--- config.mk ---
export PLATFORM = sky130hd
export DESIGN_NAME = pctan_outbuf
export DESIGN_NICKNAME = d
export VERILOG_FILES = /design/src/design/pctan_pkg.sv /design/src/design/pctan_outbuf.sv
export SDC_FILE = /design/constraint.sdc
export NUM_CORES = 1
export LEC_CHECK = 0
export ABC_CLOCK_PERIOD_IN_PS = 39400
export BUFFER_PORTS_ARGS = -buffer_cell sky130_fd_sc_hd__buf_2
export CAP_MARGIN = 15
export CORE_MARGIN = 5
export CORE_UTILIZATION = 25
export DETAILED_ROUTE_END_ITERATION = 8
export SYNTH_ARGS = -nofsm -noshare
export SYNTH_HDL_FRONTEND = slang
export SYNTH_SLANG_ARGS = --single-unit
--- constraint.sdc ---
create_clock -name clk -period 39.4 [get_ports clk]
set_input_delay 0 -clock clk [delete_from_list [all_inputs] [get_ports clk]]
set_output_delay 0 -clock clk [all_outputs]
set_load 0.05 [all_outputs]
--- src/design/pctan_pkg.sv ---
package pctan_pkg;

  localparam int FRAC_BITS_DEF     = 16;
  localparam int CORDIC_STAGES_DEF = 16;
  localparam int ATAN_ENTRIES      = 30;

  // CORDIC datapath width: x, y and residual angle, Q.30 with headroom
  localparam int CW = 33;

  // Angle constants, Q.30
  localparam logic signed [35:0] Q30_TWO_PI   = 36'sd6746518852;
  localparam logic signed [35:0] Q30_PI       = 36'sd3373259426;
  localparam logic signed [35:0] Q30_HALF_PI  = 36'sd1686629713;
  localparam logic signed [35:0] Q30_THREE_PI = 36'sd10119778278;
  localparam logic signed [35:0] Q30_FOUR_PI  = 36'sd13493037704;
  localparam logic signed [31:0] Q30_GAIN     = 32'sd652032874;

  // Configuration register indexes
  localparam int CFG_IDX_W = 3;
  localparam logic [CFG_IDX_W-1:0] REG_CURVE_KIND = 3'd0;
  localparam logic [CFG_IDX_W-1:0] REG_RADIUS_A   = 3'd1;
  localparam logic [CFG_IDX_W-1:0] REG_RADIUS_B   = 3'd2;
  localparam logic [CFG_IDX_W-1:0] REG_PITCH      = 3'd3;
  localparam logic [CFG_IDX_W-1:0] REG_CENTER_X   = 3'd4;
  localparam logic [CFG_IDX_W-1:0] REG_CENTER_Y   = 3'd5;
  localparam logic [CFG_IDX_W-1:0] REG_CENTER_Z   = 3'd6;

  // Curve kinds; the unused code falls back to a circle
  localparam logic [1:0] KIND_CIRCLE  = 2'd0;
  localparam logic [1:0] KIND_ELLIPSE = 2'd1;
  localparam logic [1:0] KIND_HELIX   = 2'd2;

  typedef struct packed {
    logic [1:0]         curve_kind;
    logic [30:0]        radius_a;
    logic [30:0]        radius_b;
    logic [30:0]        pitch;
    logic signed [31:0] center_x;
    logic signed [31:0] center_y;
    logic signed [31:0] center_z;
  } cfg_t;

  // Travels with each item down the pipeline
  typedef struct packed {
    logic               valid;
    logic               cneg;
    logic signed [31:0] angle;
  } tag_t;

  typedef struct packed {
    logic signed [31:0] pos_x;
    logic signed [31:0] pos_y;
    logic signed [31:0] pos_z;
    logic signed [31:0] tan_x;
    logic signed [31:0] tan_y;
    logic signed [31:0] tan_z;
    logic               saturated;
  } result_t;

  typedef struct packed {
    logic               clip;
    logic signed [31:0] val;
  } sat_t;

  localparam int SAT_W = 64;
  localparam logic signed [SAT_W-1:0] SAT_MAX = 64'sh0000_0000_7FFF_FFFF;
  localparam logic signed [SAT_W-1:0] SAT_MIN = 64'shFFFF_FFFF_8000_0000;

  function automatic sat_t sat32(input logic signed [SAT_W-1:0] v);
    sat_t res;
    res.clip = 1'b0;
    res.val  = v[31:0];
    if (v > SAT_MAX) begin
      res.clip = 1'b1;
      res.val  = SAT_MAX[31:0];
    end else if (v < SAT_MIN) begin
      res.clip = 1'b1;
      res.val  = SAT_MIN[31:0];
    end
    return res;
  endfunction

  // atan(2^-i), Q.30, rounded to nearest
  function automatic logic [31:0] atan_q30(input logic [4:0] idx);
    case (idx)
      5'd0:  return 32'd843314857;
      5'd1:  return 32'd497837829;
      5'd2:  return 32'd263043837;
      5'd3:  return 32'd133525159;
      5'd4:  return 32'd67021687;
      5'd5:  return 32'd33543516;
      5'd6:  return 32'd16775851;
      5'd7:  return 32'd8388437;
      5'd8:  return 32'd4194283;
      5'd9:  return 32'd2097149;
      5'd10: return 32'd1048576;
      5'd11: return 32'd524288;
      5'd12: return 32'd262144;
      5'd13: return 32'd131072;
      5'd14: return 32'd65536;
      5'd15: return 32'd32768;
      5'd16: return 32'd16384;
      5'd17: return 32'd8192;
      5'd18: return 32'd4096;
      5'd19: return 32'd2048;
      5'd20: return 32'd1024;
      5'd21: return 32'd512;
      5'd22: return 32'd256;
      5'd23: return 32'd128;
      5'd24: return 32'd64;
      5'd25: return 32'd32;
      5'd26: return 32'd16;
      5'd27: return 32'd8;
      5'd28: return 32'd4;
      5'd29: return 32'd2;
      default: return 32'd0;
    endcase
  endfunction

endpackage

--- src/design/pctan_outbuf.sv ---
module pctan_outbuf import pctan_pkg::*; (
  input  logic    clk,
  input  logic    rst_n,
  input  logic    p_valid,
  input  result_t p_data,
  output logic    en,
  output logic    out_valid,
  input  logic    out_ready,
  output result_t out_data
);

  logic    out_v_r, skid_v_r;
  result_t out_d_r, skid_d_r;
  logic    out_free;

  assign out_free = !out_v_r || out_ready;
  // advance the pipeline while the skid slot is empty
  assign en       = !skid_v_r;

  always_ff @(posedge clk) begin
    if (!rst_n) begin
      out_v_r  <= 1'b0;
      skid_v_r <= 1'b0;
    end else if (skid_v_r) begin
      if (out_free) begin
        out_v_r  <= 1'b1;
        skid_v_r <= 1'b0;
      end
    end else if (p_valid) begin
      if (out_free) begin
        out_v_r <= 1'b1;
      end else begin
        skid_v_r <= 1'b1;
      end
    end else if (out_free) begin
      out_v_r <= 1'b0;
    end
  end

  always_ff @(posedge clk) begin
    if (skid_v_r) begin
      if (out_free) begin
        out_d_r <= skid_d_r;
      end
    end else if (p_valid) begin
      if (out_free) begin
        out_d_r <= p_data;
      end else begin
        skid_d_r <= p_data;
      end
    end
  end

  assign out_valid = out_v_r;
  assign out_data  = out_d_r;

endmodule

==> flow_metrics.py <==
metrics = {
    "outcome": {
        "outcome": "finished clean",
    },
    "timing": {
        "layout_setup_ws_ns": 36.21,
        "fin_crit_sh_pct": 8.09,
        "period_needed_ns": 3.19,
        "finalHoldViolations": 0,
        "setup_failing_eps_final": 0,
        "final_max_slew_viol_count": 0,
        "worst_pin_slew_ns": 1.03,
        "final.setup.tns_ns": 0,
        "timing.slew.headroom_pct": 31.3,
        "max_clock_freq_mhz": 314,
        "grt_setup_unrepaired": "no",
        "holdWs_ns": 0.0633,
        "fin_skew_ns": 0.0113,
    },
    "route": {
        "wl_per_cell_um": 16.5,
        "drt_iter0_drc": 346,
        "wirelength_um": 33500,
        "drt_pass1_iterations": 4,
        "antenna_violating_nets_post_route": 0,
        "drc_violations": 0,
        "detail_route.vias_per_cell": 3.89,
        "routed-via-count": 7890,
    },
    "floorplanning": {
        "start_util_pct": 25.2,
        "dieArea_mm2": 0.0630,
        "fp.coreArea_mm2": 0.0576,
        "ioPinCount": 392,
        "die_width_um": 251,
        "vertical_die_dimension_um": 251,
        "fp-row-count": 88,
    },
    "place": {
        "dpl.cell_count": 1752,
        "io_buffer_count": 391,
        "detailed_place_hpwl_um": 21600,
        "dpl_worst_slack_ns": 36.09,
        "finalWeightedCongestion": 0.735,
    },
    "clocking": {
        "clkSlewWorstSetupHoldPaths_ns": 0.06,
        "cts-root-to-sink-buffers": 3,
        "worst_skew_pair.late_latency_ns": 0.54,
        "clock_tree_from_tritoncts": "done",
        "num_cts_buffers": 42,
        "tritoncts_num_sinks": 388,
        "clk_tree_root_cell": "clkbuf_16",
        "htreeDepth": 2,
        "post-cts-setup-buffer-count": 0,
    },
    "synth": {
        "ys_seq_elements": 388,
        "syn-instance-count": 610,
        "post_synth_instance_area_mm2": 0.0145,
        "largest_family_of_logic_cells_by_synthesized_area": "multiplexers",
        "xor_xnor_fraction_of_synth_area_pct": 0,
        "synth.lib_cells_used.distinct": 12,
        "fraction_of_the_mapped_netlist_area_in_adder_cells_pct": 0,
        "number_of_nets_in_the_synthesized_netlist": 807,
        "synth.mux.area_fraction_pct": 18.2,
        "synth.yosys.seq_area_share_pct": 80.0,
        "synth_area_per_cell_um2": 23.8,
        "synth_compound_gate_area_share_pct": 0.103,
        "ys_warns": 0,
        "post_synth_and_or_nand_nor_area_fraction_pct": 0.172,
    },
    "final_layout": {
        "finish.cell_count_without_fillers": 2026,
        "post_route_cells_drive_above_1_share_pct": 52.0,
        "nets": 1425,
        "syn2layout_area_growth_pct": 42.0,
    },
    "global_route": {
        "pin_count_of_the_biggest_net_entering_global_routing": 71,
        "wire_length_of_the_first_global_routing_pass_um": 50500,
        "grt_remaining_overflow": 0,
        "track_usage_pct": 10.1,
        "grt_pass1_vias": 8699,
        "antenna_violations_before_repair": 3,
    },
    "worst_setup_path": {
        "cpPeakStageDelay_ns": 0.84,
        "arrival_ns": 3.34,
        "worstSetupPathType": "reg -> reg",
        "crit_required_ns": 39.55,
        "crit_path_start_kind": "flop",
        "critical_path.max_fanout": 65,
        "critical-path-slowest-cell": "buf_4",
        "crit_chain": "nor3b_2 -> buf_4 -> buf_4",
        "critPathMostFrequentCell": "buf_4",
        "critPathCaptureType": "flop",
    },
    "power_and_ir_drop": {
        "total_leakage_power_nw": 7.83,
        "cellPowerDensity_mw_per_mm2": 47.8,
        "vdd.ir_drop.worst_v": 0.0000333,
    },
    "hold_path": {
        "min-delay-path-class": "in -> reg",
    },
    "job": {
        "max-cap-violations": 0,
    },
}
-- cells in the mapped netlist, drive strengths merged --
library cell	number	area, µm²
edfxtp	386	11600
mux2	193	2650
buf	22	210
dfxtp	2	40.0
nor3b	2	15.0
a21boi	1	7.51
inv	1	3.75
nand2b	1	6.26
nor2	1	3.75
o21a	1	7.51
-- logic make-up after synthesis --
family / count (synthesis)
AOI/OAI and AO/OA: 2
buffers and inverters: 23
DFF: 388
muxes: 193
and+or+nand+nor: 4
-- per-layer routing --
| layer | up-vias | track usage (%) | routed length (µm) |
|---|---|---|---|
| met4 | 0 | 2.98 | 803 |
| met2 | 257 | 17.1 | 16300 |
| met1 | 3887 | 11.9 | 13500 |
| met3 | 57 | 4.22 | 2910 |
| met5 | - | 0 | 0 |
| li1 | 3689 | - | - |
-- path summary, 6_finish.rpt --
check / from / to / slack, ns / cells past startpoint
setup / recovery: skid_v_r / skid_d_r[114] / 36.21 / 3
hold / removal: out_ready / skid_d_r[184] / 0.06 / 3
setup reg to reg: skid_v_r / skid_d_r[114] / 36.21 / 3
hold reg to reg: skid_d_r[192] / out_data[192] / 0.54 / 1
-- critical path, delay by kind of cell (launching register included) --
kind | cells | cell delay, ns
buf+inv | 2 | 1.58
flops | 1 | 0.54
simple gates | 1 | 0.60
-- registers in the layout (all words and copies together) (netlist names) --
register,cells
skid_v_r,1
skid_d_r,193
out_valid,1
out_data,193
-- final cells by class --
type                            count  area, µm²
Antenna cell                        3       7.51
Clock buffer                       57       1170
Clock inverter                     17        168
Fill cell                        5320      37000
Inverter                            1       3.75
Multi-Input combinational cell    199       2700
Sequential cell                   388      11600
Tap cell                          765        957
Timing Repair Buffer              596       3990
-- power breakdown --
group | internal [W] | switching [W]
Clock | 0.000228 | 0.000156
Sequential | 0.000477 | 0.00000502
Combinational | 0.0000431 | 0.0000762
-- cell usage in the layout (no fill, tap or decap), types with 2 or more instances in the layout --
cell type      count
clkinv_4           2
mux2_2            67
clkinv_1           3
clkbuf_1          12
edfxtp_1         386
buf_4              8
dlygate4sd3_1    197
buf_2            391
mux2_4           126
diode_2            3
clkinv_2           8
clkbuf_16         45
bufinv_16          3
-- what timing repair did --
item	CTS	global route
hold buffers	197	0
endpoints found under the hold margin	396	0
endpoints found under the setup margin	0	0
resized for setup	0	0
-- stage by stage --
| step | util (%) | cell area, µm² | total power, W |
|---|---|---|---|
| 4_1_cts | 35.8 | 20600 | 0.00100 |
| 3_5_place_dp | 30.1 | 17300 | 0.000596 |
| 2_1_floorplan | - | 14500 | 0.000567 |
| 5_1_grt | 35.8 | 20600 | 0.00103 |
| 6_report | 35.8 | 20600 | 0.000985 |
| 3_3_place_gp | 30.1 | 17300 | 0.000595 |
No activity file was read; power rests on OpenSTA's default activity.
