$ cat src/design/pctan_pkg.sv
package pctan_pkg;

  localparam int FRAC_BITS_DEF     = 16;
  localparam int CORDIC_STAGES_DEF = 16;
  localparam int ATAN_ENTRIES      = 30;

  // CORDIC datapath width: x, y and residual angle, Q.30 with headroom
  localparam int CW = 33;

  // Angle constants, Q.30
  localparam logic signed [35:0] Q30_TWO_PI   = 36'sd6746518852;
  localparam logic signed [35:0] Q30_PI       = 36'sd3373259426;
  localparam logic signed [35:0] Q30_HALF_PI  = 36'sd1686629713;
  localparam logic signed [35:0] Q30_THREE_PI = 36'sd10119778278;
  localparam logic signed [35:0] Q30_FOUR_PI  = 36'sd13493037704;
  localparam logic signed [31:0] Q30_GAIN     = 32'sd652032874;

  // Configuration register indexes
  localparam int CFG_IDX_W = 3;
  localparam logic [CFG_IDX_W-1:0] REG_CURVE_KIND = 3'd0;
  localparam logic [CFG_IDX_W-1:0] REG_RADIUS_A   = 3'd1;
  localparam logic [CFG_IDX_W-1:0] REG_RADIUS_B   = 3'd2;
  localparam logic [CFG_IDX_W-1:0] REG_PITCH      = 3'd3;
  localparam logic [CFG_IDX_W-1:0] REG_CENTER_X   = 3'd4;
  localparam logic [CFG_IDX_W-1:0] REG_CENTER_Y   = 3'd5;
  localparam logic [CFG_IDX_W-1:0] REG_CENTER_Z   = 3'd6;

  // Curve kinds; the unused code falls back to a circle
  localparam logic [1:0] KIND_CIRCLE  = 2'd0;
  localparam logic [1:0] KIND_ELLIPSE = 2'd1;
  localparam logic [1:0] KIND_HELIX   = 2'd2;

  typedef struct packed {
    logic [1:0]         curve_kind;
    logic [30:0]        radius_a;
    logic [30:0]        radius_b;
    logic [30:0]        pitch;
    logic signed [31:0] center_x;
    logic signed [31:0] center_y;
    logic signed [31:0] center_z;
  } cfg_t;

  // Travels with each item down the pipeline
  typedef struct packed {
    logic               valid;
    logic               cneg;
    logic signed [31:0] angle;
  } tag_t;

  typedef struct packed {
    logic signed [31:0] pos_x;
    logic signed [31:0] pos_y;
    logic signed [31:0] pos_z;
    logic signed [31:0] tan_x;
    logic signed [31:0] tan_y;
    logic signed [31:0] tan_z;
    logic               saturated;
  } result_t;

  typedef struct packed {
    logic               clip;
    logic signed [31:0] val;
  } sat_t;

  localparam int SAT_W = 64;
  localparam logic signed [SAT_W-1:0] SAT_MAX = 64'sh0000_0000_7FFF_FFFF;
  localparam logic signed [SAT_W-1:0] SAT_MIN = 64'shFFFF_FFFF_8000_0000;

  function automatic sat_t sat32(input logic signed [SAT_W-1:0] v);
    sat_t res;
    res.clip = 1'b0;
    res.val  = v[31:0];
    if (v > SAT_MAX) begin
      res.clip = 1'b1;
      res.val  = SAT_MAX[31:0];
    end else if (v < SAT_MIN) begin
      res.clip = 1'b1;
      res.val  = SAT_MIN[31:0];
    end
    return res;
  endfunction

  // atan(2^-i), Q.30, rounded to nearest
  function automatic logic [31:0] atan_q30(input logic [4:0] idx);
    case (idx)
      5'd0:  return 32'd843314857;
      5'd1:  return 32'd497837829;
      5'd2:  return 32'd263043837;
      5'd3:  return 32'd133525159;
      5'd4:  return 32'd67021687;
      5'd5:  return 32'd33543516;
      5'd6:  return 32'd16775851;
      5'd7:  return 32'd8388437;
      5'd8:  return 32'd4194283;
      5'd9:  return 32'd2097149;
      5'd10: return 32'd1048576;
      5'd11: return 32'd524288;
      5'd12: return 32'd262144;
      5'd13: return 32'd131072;
      5'd14: return 32'd65536;
      5'd15: return 32'd32768;
      5'd16: return 32'd16384;
      5'd17: return 32'd8192;
      5'd18: return 32'd4096;
      5'd19: return 32'd2048;
      5'd20: return 32'd1024;
      5'd21: return 32'd512;
      5'd22: return 32'd256;
      5'd23: return 32'd128;
      5'd24: return 32'd64;
      5'd25: return 32'd32;
      5'd26: return 32'd16;
      5'd27: return 32'd8;
      5'd28: return 32'd4;
      5'd29: return 32'd2;
      default: return 32'd0;
    endcase
  endfunction

endpackage

$ cat src/design/pctan_cordic.sv
module pctan_cordic import pctan_pkg::*; #(
  parameter int CORDIC_STAGES = CORDIC_STAGES_DEF
) (
  input  logic                 clk,
  input  logic                 rst_n,
  input  logic                 en,
  input  tag_t                 tag_i,
  input  logic signed [31:0]   z_i,
  output tag_t                 tag_o,
  output logic signed [CW-1:0] x_o,
  output logic signed [CW-1:0] y_o
);

  logic signed [CW-1:0] x_r [CORDIC_STAGES];
  logic signed [CW-1:0] y_r [CORDIC_STAGES];
  logic signed [CW-1:0] z_r [CORDIC_STAGES-1];
  tag_t                 tag_r [CORDIC_STAGES];

  for (genvar i = 0; i < CORDIC_STAGES; i++) begin : g_stage
    localparam logic signed [CW-1:0] ATAN = CW'(atan_q30(5'(i)));

    logic signed [CW-1:0] xp, yp, zp;
    logic signed [CW-1:0] xn, yn, zn;
    tag_t                 tp;

    if (i == 0) begin : g_first
      assign xp = CW'(Q30_GAIN);
      assign yp = '0;
      assign zp = CW'(z_i);
      assign tp = tag_i;
    end else begin : g_next
      assign xp = x_r[i-1];
      assign yp = y_r[i-1];
      assign zp = z_r[i-1];
      assign tp = tag_r[i-1];
    end

    always_comb begin
      if (!zp[CW-1]) begin
        xn = xp - (yp >>> i);
        yn = yp + (xp >>> i);
        zn = zp - ATAN;
      end else begin
        xn = xp + (yp >>> i);
        yn = yp - (xp >>> i);
        zn = zp + ATAN;
      end
    end

    always_ff @(posedge clk) begin
      if (!rst_n) begin
        tag_r[i].valid <= 1'b0;
      end else if (en) begin
        tag_r[i] <= tp;
      end
    end

    always_ff @(posedge clk) begin
      if (en) begin
        x_r[i] <= xn;
        y_r[i] <= yn;
      end
    end

    // the last residual angle steers nothing
    if (i < CORDIC_STAGES - 1) begin : g_z
      always_ff @(posedge clk) begin
        if (en) begin
          z_r[i] <= zn;
        end
      end
    end
  end

  assign tag_o = tag_r[CORDIC_STAGES-1];
  assign x_o   = x_r[CORDIC_STAGES-1];
  assign y_o   = y_r[CORDIC_STAGES-1];

endmodule

$ cat config.mk
export PLATFORM = sky130hd
export DESIGN_NAME = pctan_cordic
export DESIGN_NICKNAME = d
export VERILOG_FILES = /design/src/design/pctan_pkg.sv /design/src/design/pctan_cordic.sv
export SDC_FILE = /design/constraint.sdc
export NUM_CORES = 2
export LEC_CHECK = 0
export BUFFER_PORTS_ARGS = -buffer_cell sky130_fd_sc_hd__clkbuf_2
export CORE_MARGIN = 1
export CORE_UTILIZATION = 55
export DETAILED_ROUTE_END_ITERATION = 16
export PLACE_DENSITY = 0.69
export SYNTH_ARGS = -nofsm -noshare
export SYNTH_HDL_FRONTEND = slang
export SYNTH_SLANG_ARGS = --single-unit
$ cat constraint.sdc
create_clock -name clk -period 37.7 [get_ports clk]
set_input_delay 5.655 -clock clk [delete_from_list [all_inputs] [get_ports clk]]
set_output_delay 5.655 -clock clk [all_outputs]
set_load 0.05 [all_outputs]
==> metrics <==
slowest CP cell=buf_4; Synth-to-Final Area Change=8.88%; # H-tree levels=4; worst path bufs/invs=5; Fillers=19.3k; Die W=488 um; Hold Crit Class=register to register; I/O pin count=169; maxcap violations=0; Worst-Margin Slew=1.16 ns; nets@finish=14.0k; Core Util, Final=60.3%; Async S/R FF share, synth=0%; Slew Viols, Final=0; Worst Path Max Fanout=206; unrepaired setup endpoints after global routing=false; global route total overflow=0; CP delay by family, top=buffers and inverters; Area after DPL=135,000 um2; CP cell instances=clkbuf_2, and2_4, buf_12, buf_4, buf_4, buf_4; Routed Antenna Nets=0; Final Setup Violations=0; Crit. End Element=register; DIE AREA=239,000 um2; Slew headroom=21.8%; hold path startpoint=tag_r[1][44]; most common cell in the netlist=edfxtp_1; number of global-route vias before repair=90.5k; post_cts resized=0; Clock Sinks=1,893; fin crit period=9.64 ns; Final Cell Area=142,000 um2; setup TNS=0 ns; count of cell types in the netlist=98; Mapped Area=130,000 um2; WL/cell=20.5 um; Final Cycle Share=25.6%; Worst R2R End=y_r[0][263]; Req. time, crit path=38.21 ns; initial core utilization=55.3%; Fmax achieved=0.104 GHz; Worst Hold Path Cells=0; gr usage total=26.8%; Core Area=235,000 um2; RePlAce Congestion=0.951; yosys warns=0; slowest stage delay, CP=0.98 ns; post-synth top area cell=edfxtp_1; global-route wire length before repair=506,000 um; Routed Wire Length=326,000 um; # port buffers=168; Post-CTS Setup Inserts=0; clock buffer depth=3; share of cells above drive strength 1=5.32%; Vias=95.2k; initial antenna violation count=14; Synth Area per Inst=10.6 um2; synthesized instance count=12.3k; Post-synth EDFFs=1,892; Reg clk slew, reported paths=0.06 ns; reg-to-reg startpoint=x_r[0][215]; final hold vios=0; DRT Pass-1 Iters=6; largest net degree at the start of global routing=207; Top cell by count, worst path=buf_4; Min-Delay Endpoint=tag_r[1][78]; vias per std cell=5.99; Root Driver=clkbuf_16; Post-CTS Hold Buffers=0; R2R depth=15; Area contributors post-synth=edfxtp_1 (44%), ha_1 (13%), xnor2_1 (7.6%), a21oi_1 (5.1%), xor2_1 (4.0%); outcome=finished clean; HPWL Detailed=254,000 um; top cell type's share of synthesized area=43.6%; Worst-Skew Late Latency=0.91 ns; Inserted Clock Buffers=201; drc violations=0; critical path launch point type=input port; top cells by count, synth=edfxtp_1 (1,892), ha_1 (1,319), a21oi_1 (1,318); Starting DRT DRC Count=7,667; Net Count, Synth=13.7k; sequential-to-total area share from yosys stat=43.7%; crit path DAT=10.15 ns; CTS tree=done; Final Skew=0.0939 ns; top_reg_cell synth=edfxtp_1; r2r setup slk=31.88 ns; number of synthesized register bits=1,893; Placement Rows=178; Die Ht=488 um; crit path kind=input port to register
[metrics by stage]
step           cells  setup WS (ns)  hold WS, ns
2_1_floorplan  12300          18.92        0.400
3_3_place_gp   15500          27.36        0.400
3_5_place_dp   15500          27.17        0.405
4_1_cts        15900          28.17        0.396
5_1_grt        15900          27.88        0.398
6_report       15900          28.06        0.400
[logic make-up (layout without fill, tap and decap cells)]
group | count (synthesis) | after routing | share of synthesized area, %
AOI/OAI and AO/OA | 3546 | 3546 | 17.3
and+or+nand+nor | 2986 | 2986 | 11.2
muxes | 115 | 115 | 0.931
other | 0 | 5 | 0
adders and majority gates | 1362 | 1362 | 13.3
buffers and inverters | 679 | 1115 | 1.96
DFF | 1893 | 1893 | 43.7
xor gates and xnor gates | 1727 | 1727 | 11.6
[routing by layer]
metal	GRT usage, %	vias up	part of all wire (%)
met5	0	-	0
met4	9.43	0	3.5
met3	3.12	516	5.3
met2	43.4	2630	46
met1	37.0	45400	45
li1	-	46600	-
[worst reg2reg max path, stage by stage (launching register included)]
cell      delay [ns]
edfxtp_1        0.50
or4_1           0.62
nor4_1          0.39
nor4b_1         0.98
nor3b_1         0.53
nor2_1          0.10
xnor2_1         0.22
ha_1            0.33
a21oi_1         0.19
or3b_1          0.38
o221ai_2        0.26
o21ai_1         0.16
a221o_1         0.37
a221o_1         0.31
a21oi_1         0.17
xnor2_1         0.09
[cells in the final DEF, fill, tap and decap left out, drive strengths merged, types with 37 or more instances in the layout]
cell type / n
mux2: 49
nand2: 548
mux2i: 66
ha: 1319
a211oi: 135
nand3: 173
o211ai: 61
and2: 79
fa: 43
o31ai: 52
buf: 63
a21boi: 37
and3: 112
clkinv: 103
o21ai: 525
or3: 56
inv: 521
nand4: 88
nor4: 91
a21oi: 1319
edfxtp: 1892
a21o: 555
nor2b: 160
nor3: 307
nor2: 1003
o41ai: 37
o31a: 39
o21a: 162
xnor2: 1133
a31oi: 136
or4: 41
o21bai: 149
nor3b: 47
xor2: 594
nand2b: 165
clkbuf: 389
[final cells by class]
| type | instances | area, um2 | share of cell area [%] |
|---|---|---|---|
| Clock inverter | 152 | 1780 | 1.25 |
| Multi-Input combinational cell | 9736 | 70800 | 49.9 |
| Timing Repair Buffer | 230 | 1350 | 0.950 |
| Inverter | 511 | 1920 | 1.35 |
| Tap cell | 3150 | 3940 | 2.78 |
| Clock buffer | 222 | 5110 | 3.60 |
| Sequential cell | 1893 | 56800 | 40.1 |
| Antenna cell | 5 | 12.5 | 0.00883 |
[how the worst max path moves through the flow]
stage,slack [ns],from,cells past startpoint,end
4_1_cts,28.17,rst_n,6,tag_r[0][118]
2_1_floorplan,18.92,rst_n,2,tag_r[0][0]
3_3_place_gp,27.36,rst_n,6,tag_r[0][226]
3_5_place_dp,27.17,rst_n,6,tag_r[0][226]
5_1_grt,27.88,rst_n,6,tag_r[0][118]
6_report,28.06,rst_n,6,tag_r[0][69]
[flip-flops by register name (all words and copies together) (netlist names)]
| register | count |
|---|---|
| x_r | 470 |
| z_r | 383 |
| y_r | 496 |
| tag_r | 544 |
Power is left out: the tool's default activity adds up to more than one toggle a clock period on the data nets, which glitch-free logic cannot reach.
