===== src/design/pctan_pkg.sv =====
package pctan_pkg;

  localparam int FRAC_BITS_DEF     = 16;
  localparam int CORDIC_STAGES_DEF = 16;
  localparam int ATAN_ENTRIES      = 30;

  // CORDIC datapath width: x, y and residual angle, Q.30 with headroom
  localparam int CW = 33;

  // Angle constants, Q.30
  localparam logic signed [35:0] Q30_TWO_PI   = 36'sd6746518852;
  localparam logic signed [35:0] Q30_PI       = 36'sd3373259426;
  localparam logic signed [35:0] Q30_HALF_PI  = 36'sd1686629713;
  localparam logic signed [35:0] Q30_THREE_PI = 36'sd10119778278;
  localparam logic signed [35:0] Q30_FOUR_PI  = 36'sd13493037704;
  localparam logic signed [31:0] Q30_GAIN     = 32'sd652032874;

  // Configuration register indexes
  localparam int CFG_IDX_W = 3;
  localparam logic [CFG_IDX_W-1:0] REG_CURVE_KIND = 3'd0;
  localparam logic [CFG_IDX_W-1:0] REG_RADIUS_A   = 3'd1;
  localparam logic [CFG_IDX_W-1:0] REG_RADIUS_B   = 3'd2;
  localparam logic [CFG_IDX_W-1:0] REG_PITCH      = 3'd3;
  localparam logic [CFG_IDX_W-1:0] REG_CENTER_X   = 3'd4;
  localparam logic [CFG_IDX_W-1:0] REG_CENTER_Y   = 3'd5;
  localparam logic [CFG_IDX_W-1:0] REG_CENTER_Z   = 3'd6;

  // Curve kinds; the unused code falls back to a circle
  localparam logic [1:0] KIND_CIRCLE  = 2'd0;
  localparam logic [1:0] KIND_ELLIPSE = 2'd1;
  localparam logic [1:0] KIND_HELIX   = 2'd2;

  typedef struct packed {
    logic [1:0]         curve_kind;
    logic [30:0]        radius_a;
    logic [30:0]        radius_b;
    logic [30:0]        pitch;
    logic signed [31:0] center_x;
    logic signed [31:0] center_y;
    logic signed [31:0] center_z;
  } cfg_t;

  // Travels with each item down the pipeline
  typedef struct packed {
    logic               valid;
    logic               cneg;
    logic signed [31:0] angle;
  } tag_t;

  typedef struct packed {
    logic signed [31:0] pos_x;
    logic signed [31:0] pos_y;
    logic signed [31:0] pos_z;
    logic signed [31:0] tan_x;
    logic signed [31:0] tan_y;
    logic signed [31:0] tan_z;
    logic               saturated;
  } result_t;

  typedef struct packed {
    logic               clip;
    logic signed [31:0] val;
  } sat_t;

  localparam int SAT_W = 64;
  localparam logic signed [SAT_W-1:0] SAT_MAX = 64'sh0000_0000_7FFF_FFFF;
  localparam logic signed [SAT_W-1:0] SAT_MIN = 64'shFFFF_FFFF_8000_0000;

  function automatic sat_t sat32(input logic signed [SAT_W-1:0] v);
    sat_t res;
    res.clip = 1'b0;
    res.val  = v[31:0];
    if (v > SAT_MAX) begin
      res.clip = 1'b1;
      res.val  = SAT_MAX[31:0];
    end else if (v < SAT_MIN) begin
      res.clip = 1'b1;
      res.val  = SAT_MIN[31:0];
    end
    return res;
  endfunction

  // atan(2^-i), Q.30, rounded to nearest
  function automatic logic [31:0] atan_q30(input logic [4:0] idx);
    case (idx)
      5'd0:  return 32'd843314857;
      5'd1:  return 32'd497837829;
      5'd2:  return 32'd263043837;
      5'd3:  return 32'd133525159;
      5'd4:  return 32'd67021687;
      5'd5:  return 32'd33543516;
      5'd6:  return 32'd16775851;
      5'd7:  return 32'd8388437;
      5'd8:  return 32'd4194283;
      5'd9:  return 32'd2097149;
      5'd10: return 32'd1048576;
      5'd11: return 32'd524288;
      5'd12: return 32'd262144;
      5'd13: return 32'd131072;
      5'd14: return 32'd65536;
      5'd15: return 32'd32768;
      5'd16: return 32'd16384;
      5'd17: return 32'd8192;
      5'd18: return 32'd4096;
      5'd19: return 32'd2048;
      5'd20: return 32'd1024;
      5'd21: return 32'd512;
      5'd22: return 32'd256;
      5'd23: return 32'd128;
      5'd24: return 32'd64;
      5'd25: return 32'd32;
      5'd26: return 32'd16;
      5'd27: return 32'd8;
      5'd28: return 32'd4;
      5'd29: return 32'd2;
      default: return 32'd0;
    endcase
  endfunction

endpackage


===== src/design/pctan_reduce.sv =====
module pctan_reduce import pctan_pkg::*; #(
  parameter int FRAC_BITS = FRAC_BITS_DEF
) (
  input  logic               clk,
  input  logic               rst_n,
  input  logic               en,
  input  logic               in_valid,
  input  logic signed [31:0] in_angle,
  output tag_t               tag_o,
  output logic signed [31:0] z_o
);

  localparam int SH    = 30 - FRAC_BITS;
  localparam int T30_W = 32 + SH;
  localparam int Q_W   = SH + 2;
  localparam int M_W   = Q_W + 36;
  localparam int D_W   = M_W + 1;
  localparam int R0_W  = 36;
  localparam int R_W   = 34;

  // floor(2^(32+SH) / 2pi): quotient estimate is off by at most one
  localparam longint RECIP_L = (64'sd1 <<< (32 + SH)) / longint'(Q30_TWO_PI);
  localparam logic signed [32:0] RECIP = 33'(RECIP_L);

  logic                     v1_r, v2_r, v3_r, v4_r, v5_r;
  logic signed [31:0]       ang1_r, ang2_r, ang3_r, ang4_r, ang5_r;
  logic signed [64:0]       prod1;
  logic signed [Q_W-1:0]    q1_r;
  logic signed [M_W-1:0]    m2;
  logic signed [M_W-1:0]    m2_r;
  logic signed [T30_W-1:0]  t30;
  logic signed [D_W-1:0]    d3;
  logic signed [R0_W-1:0]   r0_r;
  logic signed [R0_W-1:0]   rc;
  logic signed [R_W-1:0]    r4_r;
  logic signed [R0_W-1:0]   fz;
  logic                     fneg;
  logic signed [31:0]       z5_r;
  logic                     cneg5_r;

  assign prod1 = in_angle * RECIP;
  assign m2    = q1_r * Q30_TWO_PI;
  assign t30   = {ang2_r, {SH{1'b0}}};
  assign d3    = D_W'(t30) - D_W'(m2_r);

  // Bring the remainder into [-pi, pi)
  always_comb begin
    if (r0_r < -Q30_PI) begin
      rc = r0_r + Q30_TWO_PI;
    end else if (r0_r >= Q30_THREE_PI) begin
      rc = r0_r - Q30_FOUR_PI;
    end else if (r0_r >= Q30_PI) begin
      rc = r0_r - Q30_TWO_PI;
    end else begin
      rc = r0_r;
    end
  end

  // Fold into [-pi/2, pi/2]; cosine flips sign
  always_comb begin
    fz   = R0_W'(r4_r);
    fneg = 1'b0;
    if (r4_r > Q30_HALF_PI) begin
      fz   = Q30_PI - R0_W'(r4_r);
      fneg = 1'b1;
    end else if (r4_r < -Q30_HALF_PI) begin
      fz   = -Q30_PI - R0_W'(r4_r);
      fneg = 1'b1;
    end
  end

  always_ff @(posedge clk) begin
    if (!rst_n) begin
      v1_r <= 1'b0;
      v2_r <= 1'b0;
      v3_r <= 1'b0;
      v4_r <= 1'b0;
      v5_r <= 1'b0;
    end else if (en) begin
      v1_r <= in_valid;
      v2_r <= v1_r;
      v3_r <= v2_r;
      v4_r <= v3_r;
      v5_r <= v4_r;
    end
  end

  always_ff @(posedge clk) begin
    if (en) begin
      q1_r    <= Q_W'(prod1 >>> 32);
      ang1_r  <= in_angle;
      m2_r    <= m2;
      ang2_r  <= ang1_r;
      r0_r    <= R0_W'(d3);
      ang3_r  <= ang2_r;
      r4_r    <= R_W'(rc);
      ang4_r  <= ang3_r;
      z5_r    <= 32'(fz);
      cneg5_r <= fneg;
      ang5_r  <= ang4_r;
    end
  end

  assign tag_o = '{valid: v5_r, cneg: cneg5_r, angle: ang5_r};
  assign z_o   = z5_r;

endmodule


===== config.mk =====
export PLATFORM = sky130hd
export DESIGN_NAME = pctan_reduce
export DESIGN_NICKNAME = d
export VERILOG_FILES = /design/src/design/pctan_pkg.sv /design/src/design/pctan_reduce.sv
export SDC_FILE = /design/constraint.sdc
export NUM_CORES = 1
export LEC_CHECK = 0
export BUFFER_PORTS_ARGS = -buffer_cell sky130_fd_sc_hd__buf_4
export CORE_ASPECT_RATIO = 0.75
export CORE_MARGIN = 4
export CORE_UTILIZATION = 25
export DETAILED_ROUTE_END_ITERATION = 7
export SLEW_MARGIN = 10
export SYNTH_ARGS = -nofsm -noshare
export SYNTH_HDL_FRONTEND = slang
export SYNTH_SLANG_ARGS = --single-unit

===== constraint.sdc =====
create_clock -name clk -period 6 [get_ports clk]
set_input_delay 0.9 -clock clk [delete_from_list [all_inputs] [get_ports clk]]
set_output_delay 0.9 -clock clk [all_outputs]
set_load 0.05 [all_outputs]

==> summary.md, run 1 <==
| Metric | Value |
|---|---|
| Status | `completed` |
| Wire length of the first global-routing pass | `105700 um` |
| Area taken by multi-input logic gates | `0.01669 sq mm` |
| Effective utilization at floorplan | `25.29%` |
| Most instantiated library cell after synthesis | `sky130_fd_sc_hd__inv_1` |
| # DRC | `0` |
| Cell Count, Final, Fillers Out | `4212` |
| Final number of setup-violating endpoints | `0` |
| Final hold violations | `0` |
| Number of H-tree branching levels | `2` |
| Number of instances in the placed design | `4123` |
| Total vias in the final route | `18540` |
| Fillers | `11170` |
| Count of pins on the block boundary | `a little over 100` |
| Number of detailed-route iterations in the first pass | `5` |
| Number of nets still failing antenna checks after routing | `0` |
| WL per Instance | `15.55 um` |
| Timing-limited maximum frequency | `0.1710 GHz` |
| Row count | `105` |
| Met3 GRT Util | `2.717%` |
| Total of warnings raised by yosys | `0` |
| Routability congestion estimate from global placement | `~0.88` |
| Combined area of all synthesized cells | `0.02774 sq mm` |
| Final setup margin | `approximately 0.15 ns` |
| Primary flip-flop cell chosen by synthesis mapping | `sky130_fd_sc_hd__edfxtp_1` |
| Startpoint kind of the worst setup timing path | `flip-flop` |
| Cells after Synth | `between 2000 and 2500` |
| Vias/cell | `4.402` |
| Synth-to-layout area growth | `19.95%` |
| Final HPWL DP | `~53000 um` |
| Required time at the endpoint of the critical path | `6.31 ns` |
| Critical Setup Path Class | `reg -> reg` |
| Routed wire length | `65510 um` |
| Total gr overflow | `0` |
| List of cells traversed by the critical path | `buf_6, fa_2, fa_1, fa_1, inv_2, fa_1, inv_2, fa_1, inv_1, fa_1, ha_4, a211oi_4, nor2_4, a22oi_2, inv_1, a211o_1, a31oi_2, o21ai_1, xor2_1` |
| Slowest stage delay, CP | `~0.63 ns` |
| Most common cell type on the critical path | `sky130_fd_sc_hd__fa_1` |
| Antenna violations before repair | `5` |
| Critical path's slowest cell | `sky130_fd_sc_hd__fa_2` |
| Final Core Density | `30.34%` |
| Ranking of synthesized cells by area | `sky130_fd_sc_hd__edfxtp_1 (33%), sky130_fd_sc_hd__fa_1 (22%), sky130_fd_sc_hd__ha_1 (14%)` |
| Fin. max-slew vios | `0` |
| Worst slack after detailed placement | `-0.6212 ns` |
| Shortest clock period the worst path allows after layout | `5.846 ns` |
| Worst-path clk slew | `0.07 ns` |
| Number of antenna diodes | `0` |
| Number of maximum-capacitance constraint violations | `0` |
| Data arrival, critical path | `6.16 ns` |
| Maximum number of pins on one net before global-route repair | `120` |
| Number of different library cells in the post-synthesis netlist | `86` |
| CTS root buf | `sky130_fd_sc_hd__clkbuf_16` |
| Floorplan die height | `296.5 um` |
| Rel. slew slack | `28.39%` |
| Most used routing layer in global routing | `met2` |
| Worst setup EP type | `flip-flop` |
| Fraction of layout cells with a size suffix above 1 | `between 10% and 20%` |
| Worst clock skew | `slightly above 0.05 ns` |
| Net count, final | `3384` |
| Sequential area share after synthesis | `33.48%` |
| I/O Buffers | `100` |
| Setup_tns | `0 ns` |
| Drt first-iter violations | `1085` |
| Top cell type by total area after synthesis | `sky130_fd_sc_hd__edfxtp_1` |
| Tightest Pin Transition | `about 1.1 ns` |
| Crit path max fanout | `4` |
| Maximum clock path buffer count | `3` |
| Post-synth EDFFs | `a little over 300` |
| Cell types with the highest counts after synthesis | `sky130_fd_sc_hd__inv_1 (506), sky130_fd_sc_hd__fa_1 (307), sky130_fd_sc_hd__edfxtp_1 (306)` |
| Met1 Usage GRT | `16.38%` |
| Share of the clock period used by the worst path | `97.44%` |
| Crit path max-delay family | `adder cells` |
| Mean area per synthesized cell | `11.26 sq um` |
| Die W | `a little under 400 um` |
| Top-area cell type share of the netlist area | `33.12%` |
| CTS tree | `built` |
| Fraction of registers with async set/reset | `0%` |
| Total die area | `0.1164 sq mm` |
| Core Footprint | `around 0.11 sq mm` |
| WP buf/inv | `5` |
| Source-to-sink clock delay at the later pin of the worst-skew pair | `0.59 ns` |
| Class of the worst hold path | `reg -> reg` |
| Inserted Clock Buffers | `37` |
| Number of register bits inferred by synthesis | `311` |
| Flip-flop and latch area | `0.009289 sq mm` |
| Number of sinks handled by clock tree synthesis | `approximately 310` |
| Total Routing Usage GR | `11.40%` |
| GR met2 Demand/Resource | `17.60%` |
| Hold_buf cts | `0` |
| Synthesized net count | `3108` |
| Vias in the first global route | `19060` |
## sequential cells by signal, summed over array words and instances, names as in the netlist
signal,cells
v3_r,1
v5_r,1
q1_r,15
r4_r,32
v1_r,1
v4_r,1
ang1_r,32
ang3_r,32
ang2_r,32
ang5_r,32
r0_r,34
ang4_r,32
m2_r,34
z_o,31
v2_r,1
## final timing paths
kind / startpoint / slack, ns / end / cells after the start
worst max-delay path: q1_r[5]$_DFFE_PP_ / 0.15 / m2_r[34]$_DFFE_PP_ / 19
worst min-delay path: ang1_r[12]$_DFFE_PP_ / 0.41 / ang2_r[12]$_DFFE_PP_ / 0
worst max register to register: q1_r[5]$_DFFE_PP_ / 0.15 / m2_r[34]$_DFFE_PP_ / 19
worst min register to register: ang1_r[12]$_DFFE_PP_ / 0.41 / ang2_r[12]$_DFFE_PP_ / 0
## repair_timing
action | CTS | global route
pin swaps | 2 | 57
buffers inserted | 8 | 14
endpoints found under the setup margin | 10 | 18
resized for setup | 8 | 59
## metal layers
layer / vias to the layer above / wire (um) / part of all wire [%]
li1: 8929 / - / -
met1: 9197 / 31580 / 48
met2: 354 / 28890 / 44
met3: 62 / 4095 / 6.3
met4: 0 / 951 / 1.5
met5: - / 0 / 0
## cell families (layout without fill, tap and decap cells)
family	count (synthesis)	in the layout	synth area share [%]
AO/OA/AOI/OAI	434	434	10.78
XOR/XNOR	156	156	4.925
adder cells (fa/ha/maj)	608	608	35.73
buffers and inverters	565	869	7.833
flip-flops	311	311	33.48
multiplexers	12	12	0.4330
other	1	1	0.01352
AND/OR/NAND/NOR	377	377	6.810
## placed cells by master, fill, tap and decap left out, drive strengths merged, types with 9 or more instances in the layout
cell / synthesis / layout
o211ai: 13 / 13
o21ai: 69 / 69
and3: 14 / 14
clkinv: 1 / 12
o21a: 11 / 11
a21o: 47 / 47
nand2b: 13 / 13
mux2i: 12 / 12
clkinvlp: 0 / 22
nor2b: 22 / 22
or2: 15 / 15
o21bai: 11 / 11
a211o: 10 / 10
inv: 506 / 494
xor2: 56 / 56
buf: 23 / 295
nor4: 11 / 11
xnor2: 100 / 100
o31ai: 16 / 16
and2: 9 / 9
clkbuf: 35 / 42
fa: 307 / 307
o22ai: 12 / 12
nand2: 98 / 98
nor2: 86 / 86
a31oi: 14 / 14
nor3: 33 / 33
a21oi: 111 / 111
nand3: 27 / 27
a211oi: 20 / 20
nand4: 16 / 16
or3: 9 / 9
ha: 301 / 301
edfxtp: 306 / 306
## per-stage QoR
step	hold slack [ns]	cell area [sq um]
after global routing	0.4160	33280
after detailed placement	0.4045	31530
after global placement	0.4012	31530
final	0.4061	33280
after floorplan	0.4003	27930
after CTS	0.3962	32880
## final cells by class
cell class / instances / area share, %
multi-input combinational: 1588 / 50.15
sequential: 311 / 27.91
clock inverter: 25 / 0.9588
inverter: 507 / 5.937
timing repair buffer: 295 / 6.771
tap: 1444 / 5.429
clock buffer: 42 / 2.839
Power of run 1 is not shown: default switching activity piles up to over one toggle a cycle in this logic, so the estimate is an artifact.
==> run 2, diff against run 1 <==
ABC_AREA = 1   (was unset)
SLEW_MARGIN = 20   (was 10)
==> summary.md, run 2 <==
| Metric | Value |
|---|---|
| Status | `completed` |
| Final Core Density | `28.80% (-1.5 points)` |
| Class of the worst hold path | `reg -> reg` |
| Tightest Pin Transition | `1.152 ns (+0.08106 ns)` |
| Data arrival, critical path | `6.01 ns (-0.15 ns)` |
| Slowest stage delay, CP | `0.54 ns (-0.09 ns)` |
| Maximum number of pins on one net before global-route repair | `147 (+23%)` |
| Layout Cell Area excl Fill | `0.03653 sq mm (+9.8%)` |
| Cells after Synth | `3727 (+51%)` |
| Critical path's slowest cell | `sky130_fd_sc_hd__fa_1` |
| Number of nets still failing antenna checks after routing | `0 (unchanged)` |
| Count of pins on the block boundary | `102 (unchanged)` |
| Number of maximum-capacitance constraint violations | `0 (unchanged)` |
| Shortest clock period the worst path allows after layout | `5.658 ns (-0.1886 ns)` |
| Mean area per synthesized cell | `8.584 sq um (-24%)` |
| Number of cells on the critical path | `24 (+5)` |
| List of cells traversed by the critical path | `buf_4, fa_1, fa_1, inv_1, fa_1, inv_1, fa_1, inv_1, fa_1, inv_1, fa_1, inv_1, ha_1, nand2_1, nor2_1, nand2_1, inv_1, nand2_1, nand2_1, nand2_1, nand2_1, nand2_1, nand3_1, nand2_1` |
| Synth-to-layout area growth | `14.17%` |
| Vias in the first global route | `25270 (+33%)` |
| Antenna violations before repair | `1 (-4)` |
| Post-synth EDFFs | `306 (unchanged)` |
| Crit path max fanout | `5 (+1)` |
| Worst slack after detailed placement | `-0.1446 ns (+0.4767 ns)` |
| Drt first-iter violations | `2213 (+100%)` |
| # DRC | `0 (unchanged)` |
| Most common cell type on the critical path | `sky130_fd_sc_hd__nand2_1` |
| Routability congestion estimate from global placement | `0.9622 (+9.9%)` |
| Crit path max-delay family | `adder cells` |
| Total of warnings raised by yosys | `0 (unchanged)` |
| Net count, final | `4548 (+34%)` |
| Timing-limited maximum frequency | `0.1768 GHz (+3.3%)` |
| Most frequent standard cell in the layout excluding fill and tap cells | `sky130_fd_sc_hd__nand2_1` |
| Worst setup EP type | `flip-flop` |
| Ranking of synthesized cells by area | `sky130_fd_sc_hd__edfxtp_1 (29%), sky130_fd_sc_hd__fa_1 (19%), sky130_fd_sc_hd__ha_1 (12%)` |
| Number of register bits inferred by synthesis | `311 (unchanged)` |
| WP buf/inv | `7 (+2)` |
| Startpoint kind of the worst setup timing path | `flip-flop` |
| Total Routing Usage GR | `13.89% (+2.5 points)` |
| Inserted Clock Buffers | `38 (+2.7%)` |
| Top-area cell type share of the netlist area | `28.72% (-4.4 points)` |
| Most instantiated library cell after synthesis | `sky130_fd_sc_hd__nand2_1` |
| Floorplan die height | `317.8 um (+7.2%)` |
| Row count | `113 (+7.6%)` |
| Final setup margin | `0.3423 ns (+0.1886 ns)` |
| Critical Setup Path Class | `reg -> reg` |
| Area taken by multi-input logic gates | `0.01943 sq mm (+16%)` |
| Number of sinks handled by clock tree synthesis | `311 (unchanged)` |
| Number of H-tree branching levels | `2 (unchanged)` |
| Required time at the endpoint of the critical path | `6.35 ns (+0.04 ns)` |
| Placed inst area | `0.03524 sq mm (+12%)` |
| Die W | `421.1 um (+7.2%)` |
| Total die area | `0.1338 sq mm (+15%)` |
| Primary flip-flop cell chosen by synthesis mapping | `sky130_fd_sc_hd__edfxtp_1` |
| Wire length of the first global-routing pass | `147000 um (+39%)` |
| Largest regs | `m2_r (34), r0_r (34)` |
| CTS tree | `built` |
| Total vias in the final route | `25410 (+37%)` |
| Launch point of the worst reg-to-reg path | `q1_r[5]$_DFFE_PP_` |
| Final HPWL DP | `76520 um (+44%)` |
| Sequential area share after synthesis | `29.04% (-4.4 points)` |
| Fillers | `13460 (+21%)` |
| Top library cells by usage in the layout, fill and taps aside | `sky130_fd_sc_hd__nand2_1 (764), sky130_fd_sc_hd__inv_1 (755), sky130_fd_sc_hd__fa_1 (307)` |
| Maximum clock path buffer count | `3 (unchanged)` |
| Number of instances in the placed design | `5528 (+34%)` |
| Fin. max-slew vios | `0 (unchanged)` |
| Worst clock skew | `0.02207 ns (-0.02903 ns)` |
| Total gr overflow | `0 (unchanged)` |
| Slack of the worst reg-to-reg path | `0.34 ns (+0.19 ns)` |
| Number of cells on the worst reg-to-reg path | `24 (+5)` |
| Final hold violations | `0 (unchanged)` |
| Flip-flop and latch area | `0.009289 sq mm (unchanged)` |
| RR Endpoint | `m2_r[31]$_DFFE_PP_` |
| Effective utilization at floorplan | `25.23% (-0.065 points)` |
| Top cell type by total area after synthesis | `sky130_fd_sc_hd__edfxtp_1` |
| I/O Buffers | `100 (unchanged)` |
| Hold_buf cts | `0 (unchanged)` |
| End point of the critical path | `m2_r[31]$_DFFE_PP_` |
| Number of detailed-route iterations in the first pass | `6 (+1)` |
| Crit path launch | `q1_r[5]$_DFFE_PP_` |
| Unrepaired setup endpoints after global routing | `false` |
| Synthesized net count | `4371 (+41%)` |
| Worst-path clk slew | `0.06 ns (about the same)` |
| Core Footprint | `0.1268 sq mm (+16%)` |
| Number of different library cells in the post-synthesis netlist | `53 (-38%)` |
| Fraction of registers with async set/reset | `0% (unchanged)` |
| Rel. slew slack | `22.93% (-5.5 points)` |
| WL per Instance | `16.67 um (+7.2%)` |
| Source-to-sink clock delay at the later pin of the worst-skew pair | `0.59 ns (about the same)` |
| Share of the clock period used by the worst path | `94.30% (-3.1 points)` |
| Final number of setup-violating endpoints | `0 (unchanged)` |
| Fraction of layout cells with a size suffix above 1 | `7.735% (-9.0 points)` |
| Cell Count, Final, Fillers Out | `5600 (+33%)` |
| Vias/cell | `4.538 (+3.1%)` |
| CTS root buf | `sky130_fd_sc_hd__clkbuf_16` |
| Combined area of all synthesized cells | `0.03199 sq mm (+15%)` |
| Cell types with the highest counts after synthesis | `sky130_fd_sc_hd__nand2_1 (764), sky130_fd_sc_hd__inv_1 (755), sky130_fd_sc_hd__fa_1 (307)` |
| Routed wire length | `93340 um (+42%)` |
[run 2: cell count changes in the layout (fill, tap and decap cells not counted), moves of 85 or more]
cell	before	now
sky130_fd_sc_hd__nand2_1	98	764
sky130_fd_sc_hd__inv_1	481	755
sky130_fd_sc_hd__buf_4	288	201
sky130_fd_sc_hd__nand3_1	27	229
sky130_fd_sc_hd__o21ai_0	60	145
sky130_fd_sc_hd__nor2_1	82	283
[run 2: through the flow]
step                      TNS (ns)  hold WS, ns
after floorplan                  0       0.4003
after global placement     -0.4791       0.4004
after detailed placement   -0.5077       0.4045
final                            0       0.4145
after global routing             0       0.4211
after CTS                        0       0.4182
[run 2: worst min-delay path by stage]
stage                                     from                    to  slack [ns]  cells after the start
after floorplan            ang1_r[0]$_DFFE_PP_   ang2_r[0]$_DFFE_PP_        0.40                      0
after global placement    ang1_r[10]$_DFFE_PP_  ang2_r[10]$_DFFE_PP_        0.40                      0
after detailed placement   ang1_r[2]$_DFFE_PP_   ang2_r[2]$_DFFE_PP_        0.40                      0
after CTS                 ang1_r[31]$_DFFE_PP_  ang2_r[31]$_DFFE_PP_        0.42                      0
after global routing       ang1_r[2]$_DFFE_PP_   ang2_r[2]$_DFFE_PP_        0.42                      0
final                     ang1_r[31]$_DFFE_PP_  ang2_r[31]$_DFFE_PP_        0.41                      0
[run 2: cell families after synthesis]
family	share of synthesized area, %
other	0.01172
XOR/XNOR	3.614
adder cells (fa/ha/maj)	30.98
buffers and inverters	10.24
AO/OA/AOI/OAI	7.138
AND/OR/NAND/NOR	18.98
flip-flops	29.04
[run 2: timing repair]
item | 4_1_cts | 5_1_grt
setup buffers | 0 | 3
gates resized for setup | 0 | 1
endpoints found under the setup margin | 0 | 1
[run 2: area by class of cell]
cell class | count | share of cell area [%]
multi-input combinational | 2578 | 53.20
sequential | 311 | 25.43
inverter | 771 | 7.927
tap | 1667 | 5.710
timing repair buffer | 204 | 4.282
clock buffer | 43 | 2.655
clock inverter | 23 | 0.7742
antenna | 3 | 0.02055
[run 2: metal layers]
metal / part of all wire, % / up-vias / GRT usage, %
met1: 49 / 12150 / 20.62
li1: - / 12310 / -
met4: 2.7 / 0 / 3.833
met5: 0 / - / 0
met2: 42 / 840 / 20.57
met3: 7.2 / 116 / 2.512
Power of run 2 is left out for the same reason.
